===== src/rtl/core/psq_pkg.sv =====
// Package for the power status qualifier: widths, register indexes, reset values,
// the config struct and the power state encoding.
// No dependencies; the other files refer to it by scoped names or import it.
package psq_pkg;

	localparam int unsigned TimeW    = 32;
	localparam int unsigned CfgDataW = 16;
	localparam int unsigned CfgIdxW  = 2;

	localparam logic [CfgDataW-1:0] QualifyResetMs = 16'd250;
	localparam logic [CfgDataW-1:0] HoldResetMs    = 16'd1000;

	// Register indexes on the config port
	typedef enum logic [CfgIdxW-1:0] {
		CFG_QUALIFY_TIME = 2'd0,
		CFG_HOLD_TIME    = 2'd1
	} cfg_idx_t;

	// Reported power state codes
	typedef enum logic [1:0] {
		PS_BATTERY     = 2'd0,
		PS_USB_POWERED = 2'd1,
		PS_USB_CHARGE  = 2'd2,
		PS_CHARGE_ONLY = 2'd3
	} power_state_t;

	// Status flag pair: usb present and charging after stretching
	typedef struct packed {
		logic chg;
		logic usb;
	} flags_t;

	// Config register values handed to the datapath
	typedef struct packed {
		logic [CfgDataW-1:0] qualify_ms;
		logic [CfgDataW-1:0] hold_ms;
	} cfg_t;

	function automatic power_state_t state_of(flags_t f);
		power_state_t s;
		if (f.usb && f.chg) begin
			s = PS_USB_CHARGE;
		end else if (f.usb) begin
			s = PS_USB_POWERED;
		end else if (f.chg) begin
			s = PS_CHARGE_ONLY;
		end else begin
			s = PS_BATTERY;
		end
		return s;
	endfunction

endpackage


===== src/rtl/core/psq_if.sv =====
// Handshake channels of the power status qualifier: pin samples, status results
// and config writes. Depends on psq_pkg for widths.

interface psq_sample_if;
	logic                        valid;
	logic                        ready;
	logic                        usb_pin;
	logic                        charge_pin;
	logic [psq_pkg::TimeW-1:0]   sample_time_ms;

	modport source (output valid, usb_pin, charge_pin, sample_time_ms, input ready);
	modport sink   (input valid, usb_pin, charge_pin, sample_time_ms, output ready);
endinterface

interface psq_status_if;
	logic       valid;
	logic       ready;
	logic [1:0] power_state;
	logic       usb_present;
	logic       charging_flag;

	modport source (output valid, power_state, usb_present, charging_flag, input ready);
	modport sink   (input valid, power_state, usb_present, charging_flag, output ready);
endinterface

interface psq_cfg_if;
	logic                           valid;
	logic                           ready;
	logic [psq_pkg::CfgIdxW-1:0]    index;
	logic [psq_pkg::CfgDataW-1:0]   data;

	modport source (output valid, index, data, input ready);
	modport sink   (input valid, index, data, output ready);
endinterface


===== src/rtl/core/power_status_qualifier.sv =====
// Top level of the power status qualifier: input stage, state update, result stage.
// Depends on psq_pkg, psq_if, psq_cfg_regs and psq_update.
//
//  port     dir   role
//  sample   sink  pin levels plus millisecond timestamp, one per transfer
//  status   src   qualified power state and flags, one per sample
//  cfg      sink  register writes (0 qualify time, 1 hold time), always ready
//
// One sample per cycle sustained while the result side is ready; a sample passes the input register,
// then the result register, before its result is valid and can transfer.
// The state update sits between the two registers.
// Reset clears all qualifier state and loads qualify 250 ms, hold 1000 ms.
// A stalled result holds; the input register still takes one more sample.
module power_status_qualifier (
	input  logic        clk,
	input  logic        arst_n,
	psq_sample_if.sink  sample,
	psq_status_if.source status,
	psq_cfg_if.sink     cfg
);

	psq_pkg::cfg_t               cfg_vals;
	psq_pkg::flags_t             qual_next;

	logic                        valid_s1;
	logic                        usb_s1;
	logic                        pulse_s1;
	logic [psq_pkg::TimeW-1:0]   time_s1;
	logic                        valid_s2;
	psq_pkg::flags_t             flags_s2;
	logic                        adv;

	psq_cfg_regs u_cfg (
		.clk      (clk),
		.arst_n   (arst_n),
		.cfg      (cfg),
		.cfg_vals (cfg_vals)
	);

	// Handshake: stage 1 moves on when the result register is free or drained
	assign adv          = valid_s1 && (!valid_s2 || status.ready);
	assign sample.ready = !valid_s1 || adv;

	// Input register
	always_ff @(posedge clk or negedge arst_n) begin
		if (!arst_n) begin
			valid_s1 <= 1'b0;
		end else if (sample.ready) begin
			valid_s1 <= sample.valid;
		end
	end

	always_ff @(posedge clk) begin
		if (sample.valid && sample.ready) begin
			usb_s1   <= sample.usb_pin;
			pulse_s1 <= sample.charge_pin;
			time_s1  <= sample.sample_time_ms;
		end
	end

	psq_update u_update (
		.clk       (clk),
		.arst_n    (arst_n),
		.fire      (adv),
		.usb       (usb_s1),
		.pulse     (pulse_s1),
		.now       (time_s1),
		.cfg_vals  (cfg_vals),
		.qual_next (qual_next)
	);

	// Result register
	always_ff @(posedge clk or negedge arst_n) begin
		if (!arst_n) begin
			valid_s2 <= 1'b0;
		end else if (adv) begin
			valid_s2 <= 1'b1;
		end else if (status.ready) begin
			valid_s2 <= 1'b0;
		end
	end

	always_ff @(posedge clk) begin
		if (adv) begin
			flags_s2 <= qual_next;
		end
	end

	assign status.valid         = valid_s2;
	assign status.power_state   = psq_pkg::state_of(flags_s2);
	assign status.usb_present   = flags_s2.usb;
	assign status.charging_flag = flags_s2.chg;

	// Stage 1 never advances into a full, stalled result register
	a_no_overwrite: assert property (@(posedge clk) disable iff (!arst_n)
		valid_s2 && !status.ready |-> !adv)
		else $error("result overwritten while stalled");

	// A held input item advances once the output drains
	a_drain: assert property (@(posedge clk) disable iff (!arst_n)
		valid_s1 && status.ready |-> adv)
		else $error("input stage stuck with free output");

	// Every advance yields a valid result next cycle
	a_result: assert property (@(posedge clk) disable iff (!arst_n)
		adv |=> valid_s2)
		else $error("advance without result");

endmodule


===== src/rtl/core/psq_cfg_regs.sv =====
// Config registers of the power status qualifier (qualify and hold times).
// Depends on psq_pkg and psq_cfg_if.
module psq_cfg_regs (
	input  logic              clk,
	input  logic              arst_n,
	psq_cfg_if.sink           cfg,
	output psq_pkg::cfg_t     cfg_vals
);

	psq_pkg::cfg_t cfg_q;

	// Writes are always taken; unknown indexes are dropped
	assign cfg.ready = 1'b1;

	always_ff @(posedge clk or negedge arst_n) begin
		if (!arst_n) begin
			cfg_q.qualify_ms <= psq_pkg::QualifyResetMs;
			cfg_q.hold_ms    <= psq_pkg::HoldResetMs;
		end else if (cfg.valid) begin
			case (psq_pkg::cfg_idx_t'(cfg.index))
				psq_pkg::CFG_QUALIFY_TIME: cfg_q.qualify_ms <= cfg.data;
				psq_pkg::CFG_HOLD_TIME:    cfg_q.hold_ms    <= cfg.data;
				default: ;
			endcase
		end
	end

	assign cfg_vals = cfg_q;

endmodule


===== src/rtl/core/psq_update.sv =====
// Hold stretching and status qualification state, updated once per transfer.
// Depends on psq_pkg; driven by the top level's input stage.
module psq_update (
	input  logic                        clk,
	input  logic                        arst_n,
	input  logic                        fire,
	input  logic                        usb,
	input  logic                        pulse,
	input  logic [psq_pkg::TimeW-1:0]   now,
	input  psq_pkg::cfg_t               cfg_vals,
	output psq_pkg::flags_t             qual_next
);

	logic                        first_done_q;
	logic                        activity_q;
	logic [psq_pkg::TimeW-1:0]   last_act_q;
	psq_pkg::flags_t             cand_q;
	logic [psq_pkg::TimeW-1:0]   cand_start_q;
	psq_pkg::flags_t             qual_q;

	logic [psq_pkg::TimeW-1:0]   since_act;
	logic [psq_pkg::TimeW-1:0]   since_cand;
	logic                        hold_expired;
	logic                        activity_d;
	psq_pkg::flags_t             sampled;
	logic                        cand_change;
	logic                        qual_take;

	// Charge hold: a pulse restarts it, an expired hold drops it
	always_comb begin
		since_act    = now - last_act_q;
		hold_expired = since_act >= {{(psq_pkg::TimeW-psq_pkg::CfgDataW){1'b0}}, cfg_vals.hold_ms};
		activity_d   = pulse || (activity_q && !hold_expired);
		sampled.usb  = usb;
		sampled.chg  = pulse || (usb && activity_d);
	end

	// Candidate tracking and qualification
	always_comb begin
		since_cand  = now - cand_start_q;
		cand_change = !first_done_q || (sampled != cand_q);
		qual_take   = !cand_change && (cand_q != qual_q) &&
			(since_cand >=
			 {{(psq_pkg::TimeW-psq_pkg::CfgDataW){1'b0}}, cfg_vals.qualify_ms});
		if (!first_done_q) begin
			qual_next = sampled;
		end else if (qual_take) begin
			qual_next = cand_q;
		end else begin
			qual_next = qual_q;
		end
	end

	always_ff @(posedge clk or negedge arst_n) begin
		if (!arst_n) begin
			first_done_q <= 1'b0;
			activity_q   <= 1'b0;
			last_act_q   <= '0;
			cand_q       <= '0;
			cand_start_q <= '0;
			qual_q       <= '0;
		end else if (fire) begin
			first_done_q <= 1'b1;
			activity_q   <= activity_d;
			if (pulse) begin
				last_act_q <= now;
			end
			if (cand_change) begin
				cand_q       <= sampled;
				cand_start_q <= now;
			end
			qual_q <= qual_next;
		end
	end

	// State moves only on a transfer
	a_hold_when_idle: assert property (@(posedge clk) disable iff (!arst_n)
		!fire |=> $stable(qual_q) && $stable(cand_q) && $stable(activity_q))
		else $error("qualifier state changed without a transfer");

	// After the first sample, the qualified status only moves to the candidate
	a_qual_from_cand: assert property (@(posedge clk) disable iff (!arst_n)
		fire && first_done_q && (qual_next != qual_q) |-> qual_next == cand_q)
		else $error("qualified status changed to something other than the candidate");

	// First sample qualifies at once
	a_first_sample: assert property (@(posedge clk) disable iff (!arst_n)
		fire && !first_done_q |=> first_done_q && qual_q == cand_q)
		else $error("first sample did not qualify");

	// Charging without usb is only reported while a pulse is present
	a_no_usb_stretch: assert property (@(posedge clk) disable iff (!arst_n)
		fire && !usb && !pulse |-> !sampled.chg)
		else $error("hold stretched without usb power");

endmodule


===== src/flat_wrapper.sv =====
// flat-port wrapper written by rule: the top's interface ports become plain ports
module power_status_qualifier_flat 
  (clk, arst_n, sample_valid, sample_usb_pin, sample_charge_pin, sample_sample_time_ms, sample_ready, status_valid, status_power_state, status_usb_present, status_charging_flag, status_ready, cfg_valid, cfg_index, cfg_data, cfg_ready);
  psq_sample_if sample_i ();
  psq_status_if status_i ();
  psq_cfg_if cfg_i ();
  input  logic clk;
  input  logic arst_n;
  input wire logic [$bits(sample_i.valid)-1:0] sample_valid;
  input wire logic [$bits(sample_i.usb_pin)-1:0] sample_usb_pin;
  input wire logic [$bits(sample_i.charge_pin)-1:0] sample_charge_pin;
  input wire logic [$bits(sample_i.sample_time_ms)-1:0] sample_sample_time_ms;
  output wire logic [$bits(sample_i.ready)-1:0] sample_ready;
  output wire logic [$bits(status_i.valid)-1:0] status_valid;
  output wire logic [$bits(status_i.power_state)-1:0] status_power_state;
  output wire logic [$bits(status_i.usb_present)-1:0] status_usb_present;
  output wire logic [$bits(status_i.charging_flag)-1:0] status_charging_flag;
  input wire logic [$bits(status_i.ready)-1:0] status_ready;
  input wire logic [$bits(cfg_i.valid)-1:0] cfg_valid;
  input wire logic [$bits(cfg_i.index)-1:0] cfg_index;
  input wire logic [$bits(cfg_i.data)-1:0] cfg_data;
  output wire logic [$bits(cfg_i.ready)-1:0] cfg_ready;
  assign sample_i.valid = sample_valid;
  assign sample_i.usb_pin = sample_usb_pin;
  assign sample_i.charge_pin = sample_charge_pin;
  assign sample_i.sample_time_ms = sample_sample_time_ms;
  assign sample_ready = sample_i.ready;
  assign status_valid = status_i.valid;
  assign status_power_state = status_i.power_state;
  assign status_usb_present = status_i.usb_present;
  assign status_charging_flag = status_i.charging_flag;
  assign status_i.ready = status_ready;
  assign cfg_i.valid = cfg_valid;
  assign cfg_i.index = cfg_index;
  assign cfg_i.data = cfg_data;
  assign cfg_ready = cfg_i.ready;
  power_status_qualifier u_core (.clk(clk), .arst_n(arst_n), .sample(sample_i), .status(status_i), .cfg(cfg_i));
endmodule

===== config.mk =====
export PLATFORM = sky130hd
export DESIGN_NAME = power_status_qualifier_flat
export DESIGN_NICKNAME = d
export VERILOG_FILES = /design/src/rtl/core/psq_pkg.sv /design/src/rtl/core/psq_if.sv /design/src/rtl/core/power_status_qualifier.sv /design/src/rtl/core/psq_cfg_regs.sv /design/src/rtl/core/psq_update.sv /design/src/flat_wrapper.sv
export SDC_FILE = /design/constraint.sdc
export NUM_CORES = 1
export LEC_CHECK = 0
export BUFFER_PORTS_ARGS = -buffer_cell sky130_fd_sc_hd__buf_2
export CAP_MARGIN = 20
export CORE_MARGIN = 3
export CORE_UTILIZATION = 60
export CTS_CLUSTER_DIAMETER = 100
export DETAILED_ROUTE_END_ITERATION = 10
export PLACE_DENSITY = 0.77
export SLEW_MARGIN = 20
export SYNTH_ARGS = -nofsm -noshare
export SYNTH_HDL_FRONTEND = slang
export SYNTH_HIERARCHICAL = 1
export SYNTH_SLANG_ARGS = --single-unit

===== constraint.sdc =====
create_clock -name clk -period 9.1 [get_ports clk]
set_clock_uncertainty 0.05 [all_clocks]
set_input_delay 1.82 -clock clk [delete_from_list [all_inputs] [get_ports clk]]
set_output_delay 1.82 -clock clk [all_outputs]
set_load 0.05 [all_outputs]

==> metrics, run 1 <==
vias in the first global route 7,640; Post-Syn Area between 10,000 and 15,000 sq um; CP Capture Type flop; Crit Path Max Fanout 32; Fmax approximately 170 MHz; GRT Total Usage between 20% and 30%; Req. time, crit path about 9.4 ns; die area roughly 19,000 sq um; Mapped Nets roughly 1,200; count of cell types in the netlist 82; DP HPWL roughly 19 mm; max cap viols 0; top-area cell type share of the netlist area between 20% and 30%; Die Y approximately 140 microns; Yosys Warn Count 6; WS Path Type flop to flop; total number of vias just over 8,000; FF+latch count, synth between 100 and 150; status complete, no violations; diodes inserted 0; Remaining Overflow, GRT 0; worst slew pin tran around 0.95 ns; Max Slew Vio Count 0; worst hold path type flop to flop; CP arrival 6.11 ns; Layout fillers about 1,300; final core occ 67.78%; Slew headroom ~36%; P per Cell Area between 200 and 300 nW/um^2; root buf cell clkbuf_16; leak pwr 5.157 nW; drt pass-1 iters 6; area grow syn2layout 10.05%; worst-skew pair later-pin latency approximately 0.43 ns; post-cts sizing count 0; slowest cell on the critical path buf_4; RSZ-0062 raised after global routing no; Initial DRC Count 660; commonest non-fill, non-tap cell in the layout inv_1; wire length per cell 18.53 microns; final period utilization 64.29%; Setup-failing EPs final 0; global-route wire length before repair 39.34 mm; num rows 47; cts bufs inserted 17; Yosys top cell by area dfrtp_1; TritonCTS clock tree built; hold bufs inserted after CTS 0; initial antenna violation count 0; Core Area roughly 17,000 sq um; register area ~3700 sq um; Multi-input gate area around 5900 sq um; Async SR Flop Fraction between 70% and 80%; post-CTS setup buffer count 0; Post-Syn Instances about 1,100; antenna-violating nets left 0; number of synthesized flops with an enable pin 36; Synth Area per Inst 9.762 sq um; Clock Pin Slew Worst Setup and Hold Paths 0.06 ns; layout cells sized above 1 19.95%; most frequent cells in the layout inv_1 (115), ha_1 (96), dfrtp_1 (92); Seq/Total Area, Yosys a little over a third; drt via density roughly 6.2; largest net degree at the start of global routing 75; I/O pin count 64; Worst Setup Start Kind flop; Post-route DRC 0; crit path cell chain inv_1, fa_1, and2b_1, o2111ai_1, a2111o_1, and3_4, xnor2_1, ha_1, a211oi_1, o21ai_0, nor4_1, or4bb_1, a21oi_1, and4_1, nand4_2, mux2i_1, nor2_4, buf_4, mux2_2; Die X about 140 microns; Peak VDD IR about 0.00016 V; RD Place Congestion approximately 0.95; total negative slack 0 ns; clk buf depth 2; Area contributors post-synth dfrtp_1 (22%), ha_1 (12%), edfxtp_1 (11%), mux2_2 (7.5%), mux2_4 (4.2%); H-tree lvl count 4; Synth Flop Type dfrtp_1; Layout Nets 1,250; Hold Violations, Final 0; initial cell density of the core about three fifths; post-layout min period 5.851 ns; Final Routed Wirelength 24.61 mm; crit-path max cell delay around 0.53 ns; Port Buf Inserts between 60 and 70; clk sink count 140
[worst paths after layout]
check / startpoint / end / slack, ns / cells after the start
worst max-delay path: u_core/time_s1[1] / u_core/u_update/cand_start_q[10] / 3.25 / 19
worst min-delay path: u_core/u_update/last_act_q[10] / u_core/u_update/last_act_q[10] / 0.46 / 1
worst max register to register: u_core/time_s1[1] / u_core/u_update/cand_start_q[10] / 3.25 / 19
worst min register to register: u_core/u_update/last_act_q[10] / u_core/u_update/last_act_q[10] / 0.46 / 1
max in group asynchronous: arst_n / u_core/u_update/cand_start_q[22] / 6.41 / 2
min in group asynchronous: arst_n / u_core/u_update/last_act_q[4] / 1.29 / 1
[synthesized netlist by cell type, types with 6 or more instances]
cell type,instances
mux2_2,68
xnor2_1,22
and3_1,7
and2_1,6
o21a_1,16
inv_1,115
nor2b_1,8
nor2_1,50
o211ai_1,11
nand2b_1,10
mux2i_1,13
xor2_1,13
o2111ai_1,7
a21o_1,18
mux2_4,29
o21ai_0,51
a21oi_1,77
dfrtp_1,92
nand4_1,24
a31oi_1,7
dfstp_2,12
nor3_1,18
edfxtp_1,36
a211oi_1,18
ha_1,96
clkbuf_1,29
or3_1,7
nand2_1,60
nand3_1,18
[worst max-delay path: cells and delay by family (launching register included)]
| kind | cells | cell delay [ns] |
|---|---|---|
| AOI/OAI and AO/OA | 5 | 1.24 |
| xor gates and xnor gates | 1 | 0.13 |
| adders and majority gates | 2 | 0.66 |
| buffers and inverters | 2 | 0.66 |
| DFF | 1 | 0.45 |
| muxes | 2 | 0.61 |
| and+or+nand+nor | 7 | 1.89 |
[registers in the layout (all words and copies together) (netlist names)]
name and flops:
u_core/u_update/qual_q 2, u_core/pulse_s1 1, u_core/u_cfg/cfg_vals 32, u_core/status.valid 1
u_core/u_update/cand_q 2, u_core/status.charging_flag 1, u_core/status.usb_present 1, u_core/u_update/activity_q 1
u_core/usb_s1 1, u_core/time_s1 32, u_core/u_update/last_act_q 32, u_core/u_update/cand_start_q 32
u_core/valid_s1 1, u_core/u_update/first_done_q 1
[layout make-up]
type / count / share of cell area [%]
Timing Repair Buffer: 65 / 2.973
Sequential cell: 140 / 32.79
Inverter: 115 / 3.827
Clock inverter: 14 / 1.564
Multi-Input combinational cell: 756 / 52.60
Clock buffer: 18 / 3.805
Tap cell: 220 / 2.440
[logic make-up (layout without fill, tap and decap cells)]
| group | count (synthesis) | count (layout) | share of synthesized area [%] |
|---|---|---|---|
| AOI/OAI and AO/OA | 269 | 269 | 17.16 |
| and+or+nand+nor | 243 | 243 | 12.55 |
| buffers and inverters | 154 | 212 | 6.079 |
| DFF | 140 | 140 | 36.08 |
| muxes | 110 | 110 | 12.99 |
| adders and majority gates | 98 | 98 | 12.11 |
| xor gates and xnor gates | 35 | 35 | 2.991 |
| other | 1 | 1 | 0.03659 |
[metrics by stage]
step | cells | hold slack [ns] | worst slack, ns | power (W) | cell area, sq um
5_1_grt | 1328 | 0.4670 | 2.958 | 0.003184 | 11280
4_1_cts | 1328 | 0.4525 | 3.316 | 0.002962 | 11280
3_5_place_dp | 1296 | 0.4339 | 3.379 | 0.002229 | 10670
2_1_floorplan | 1050 | 0.4038 | 4.162 | 0.001916 | 10250
3_3_place_gp | 1296 | 0.4170 | 3.500 | 0.002192 | 10670
6_report | 1328 | 0.4556 | 3.249 | 0.002974 | 11280
[power by group]
part	switching, W	internal (W)	total [W]	leakage, nW
sequential	0.0000788	0.000773	0.000851	1.54
clock	0.000301	0.000415	0.000716	0.287
combinational	0.000788	0.000619	0.00141	3.33
[per-layer routing]
| metal | GRT usage [%] | part of all wire (%) |
|---|---|---|
| met5 | 0 | 0 |
| met4 | 7.391 | 1.9 |
| met3 | 5.221 | 5.3 |
| met2 | 41.79 | 46 |
| met1 | 39.56 | 47 |
Power figures use the tool's default switching activity.
==> run 2: changes to the inputs <==
--- a/config.mk
+++ b/config.mk
@@ -8,10 +8,10 @@
 export BUFFER_PORTS_ARGS = -buffer_cell sky130_fd_sc_hd__buf_2
 export CAP_MARGIN = 20
 export CORE_MARGIN = 3
-export CORE_UTILIZATION = 60
+export CORE_UTILIZATION = 56
 export CTS_CLUSTER_DIAMETER = 100
 export DETAILED_ROUTE_END_ITERATION = 10
-export PLACE_DENSITY = 0.77
+export PLACE_DENSITY = 0.75
 export SLEW_MARGIN = 20
 export SYNTH_ARGS = -nofsm -noshare
 export SYNTH_HDL_FRONTEND = slang
==> constraint.sdc (replaced) <==
create_clock -name clk -period 5.37 [get_ports clk]
set_clock_uncertainty 0.05 [all_clocks]
set_input_delay 1.074 -clock clk [delete_from_list [all_inputs] [get_ports clk]]
set_output_delay 1.074 -clock clk [all_outputs]
set_load 0.05 [all_outputs]
==> run 2 against run 1 <==
First-iteration DRC count is 7.0% higher. Largest power group unchanged. Critical endpoint is now u_core/status.usb_present. Routed wire length is 4.5% higher. Highest routed layer unchanged. Sequential cell count stayed put. Clock-buffer cell count stayed put.
==> metrics, run 2 (synthesis gave the netlist of run 1 again) <==
root buf cell clkbuf_16; cts bufs inserted 17; DP HPWL between 15 and 20 mm; CP arrival roughly 5.4 ns; initial antenna violation count 0; Layout Nets 1,270; Worst R2R Path Depth 24; Crit Path Max Fanout 3; Initial DRC Count a little over 700; Fmax between 150 and 200 MHz; Slew headroom 26.50%; largest net degree at the start of global routing 63; num rows 48; wire length per cell 19.01 microns; total number of vias 8,303; Worst Setup Start Kind flop; Reg-to-Reg Start u_core/time_s1[0]; P per Cell Area roughly 440 nW/um^2; Peak VDD IR around 0.00028 V; initial cell density of the core between 50% and 60%; H-tree lvl count 4; CP Capture Type flop; RD Place Congestion ~0.94; Req. time, crit path 5.48 ns; reg2reg end u_core/status.usb_present; Clock Pin Slew Worst Setup and Hold Paths 0.06 ns; vias in the first global route between 7,000 and 8,000; hold wc startpoint u_core/u_update/last_act_q[0]; Port Buf Inserts 62; final period utilization ~100%; worst hold path depth 2; Core Area 17,600 sq um; leak pwr between 5 and 6 nW; clk sink count 140; worst slew pin tran around 1.1 ns; Max Slew Vio Count 0; Die X about 140 microns; reg2reg setup slack ~0.094 ns; GRT Total Usage 25.87%; layout cells sized above 1 23.23%; global-route wire length before repair about 40 mm; drt pass-1 iters 5; worst-skew pair later-pin latency roughly 0.42 ns; Post-route DRC 0; commonest non-fill, non-tap cell in the layout inv_1; WS Path Type flop to flop; Hold Path Sink u_core/u_update/last_act_q[0]; pre-CTS setup slack -0.4469 ns; total negative slack 0 ns; diodes inserted 0; clk buf depth 2; I/O pin count 64; Setup-failing EPs final 0; drt via density around 6; most frequent cells in the layout inv_1 (114), ha_1 (94), dfrtp_1 (92); area grow syn2layout 12.74%; Final Routed Wirelength between 20 and 30 mm; max cap viols 0; TritonCTS clock tree built; worst hold path type flop to flop; die area 19,960 sq um; status complete, no violations; post-layout min period about 5.3 ns; Remaining Overflow, GRT 0; Die Y about 140 microns; Hold Violations, Final 0; worst setup margin 0.09394 ns; antenna-violating nets left 0
run 2: changes by cell type in the layout (fill, tap and decap cells not counted), moves of 3 or more:
| cell | before | now |
|---|---|---|
| a21oi_2 | 0 | 4 |
| buf_4 | 4 | 19 |
| a21oi_1 | 77 | 73 |
| buf_12 | 0 | 3 |
run 2: routing by layer:
metal  GRT usage (%)  share of wire [%]
met5               0                  0
met4           5.915                1.4
met3           4.382                5.6
met1           37.26                 46
met2           41.16                 47
run 2: timing repair:
item                       CTS  global route
gates cloned                 0             2
resized for setup            6            22
setup endpoints to repair   35            37
pin swaps                    2            13
hold buffers                 0             0
setup buffers                1             5
run 2: cell type report:
class / instances / area (sq um)
Clock inverter: 14 / 130.1
Fill cell: 1396 / 6041
Multi-Input combinational cell: 756 / 6031
Inverter: 115 / 431.7
Timing Repair Buffer: 85 / 544.3
Clock buffer: 18 / 439.2
Tap cell: 225 / 281.5
Sequential cell: 140 / 3699
run 2: where the power goes:
part / internal [W] / switching (W)
logic: 0.00111 / 0.00139
registers: 0.00131 / 0.000135
clock network: 0.000622 / 0.000510
total: 0.00304 / 0.00204
run 2: worst max-delay path: stages (launching register included):
cell and delay [ns]:
edfxtp_1 0.42, inv_2 0.11, ha_1 0.17, inv_1 0.06
fa_2 0.38, a211oi_2 0.30, o211ai_1 0.21, and2_1 0.22
o21ai_0 0.17, nand2b_1 0.08, a21oi_1 0.18, xnor2_1 0.15
ha_1 0.26, o21ai_0 0.16, o22ai_1 0.09, nor4bb_1 0.30
nand4_1 0.24, a2111oi_4 0.32, o211ai_1 0.20, nor4_2 0.26
buf_4 0.20, nand3_1 0.13, nand3_1 0.14, mux2_2 0.15
nand3_1 0.07
run 2: through the flow:
| stage | util [%] | total power, W | hold WS (ns) | std cells | area [sq um] |
|---|---|---|---|---|---|
| after global routing | 65.67 | 0.005437 | 0.4640 | 1353 | 11560 |
| final | 65.67 | 0.005077 | 0.4494 | 1353 | 11560 |
| after detailed placement | 61.28 | 0.003787 | 0.4410 | 1313 | 10780 |
| after floorplan | - | 0.003247 | 0.4038 | 1050 | 10250 |
| after global placement | 61.28 | 0.003732 | 0.4177 | 1313 | 10780 |
| after CTS | 64.75 | 0.004971 | 0.4545 | 1346 | 11390 |
run 2: how the worst max path moves through the flow:
stage,start,to,slack (ns),cells past startpoint
3_3_place_gp,u_core/time_s1[0],u_core/status.usb_present,-0.40,24
4_1_cts,u_core/time_s1[0],u_core/status.usb_present,0.01,24
6_report,u_core/time_s1[0],u_core/status.usb_present,0.09,24
5_1_grt,u_core/time_s1[0],u_core/status.usb_present,-0.06,24
3_5_place_dp,u_core/time_s1[0],u_core/u_update/qual_q[0],-0.45,24
2_1_floorplan,u_core/time_s1[0],u_core/u_update/cand_start_q[12],0.43,20
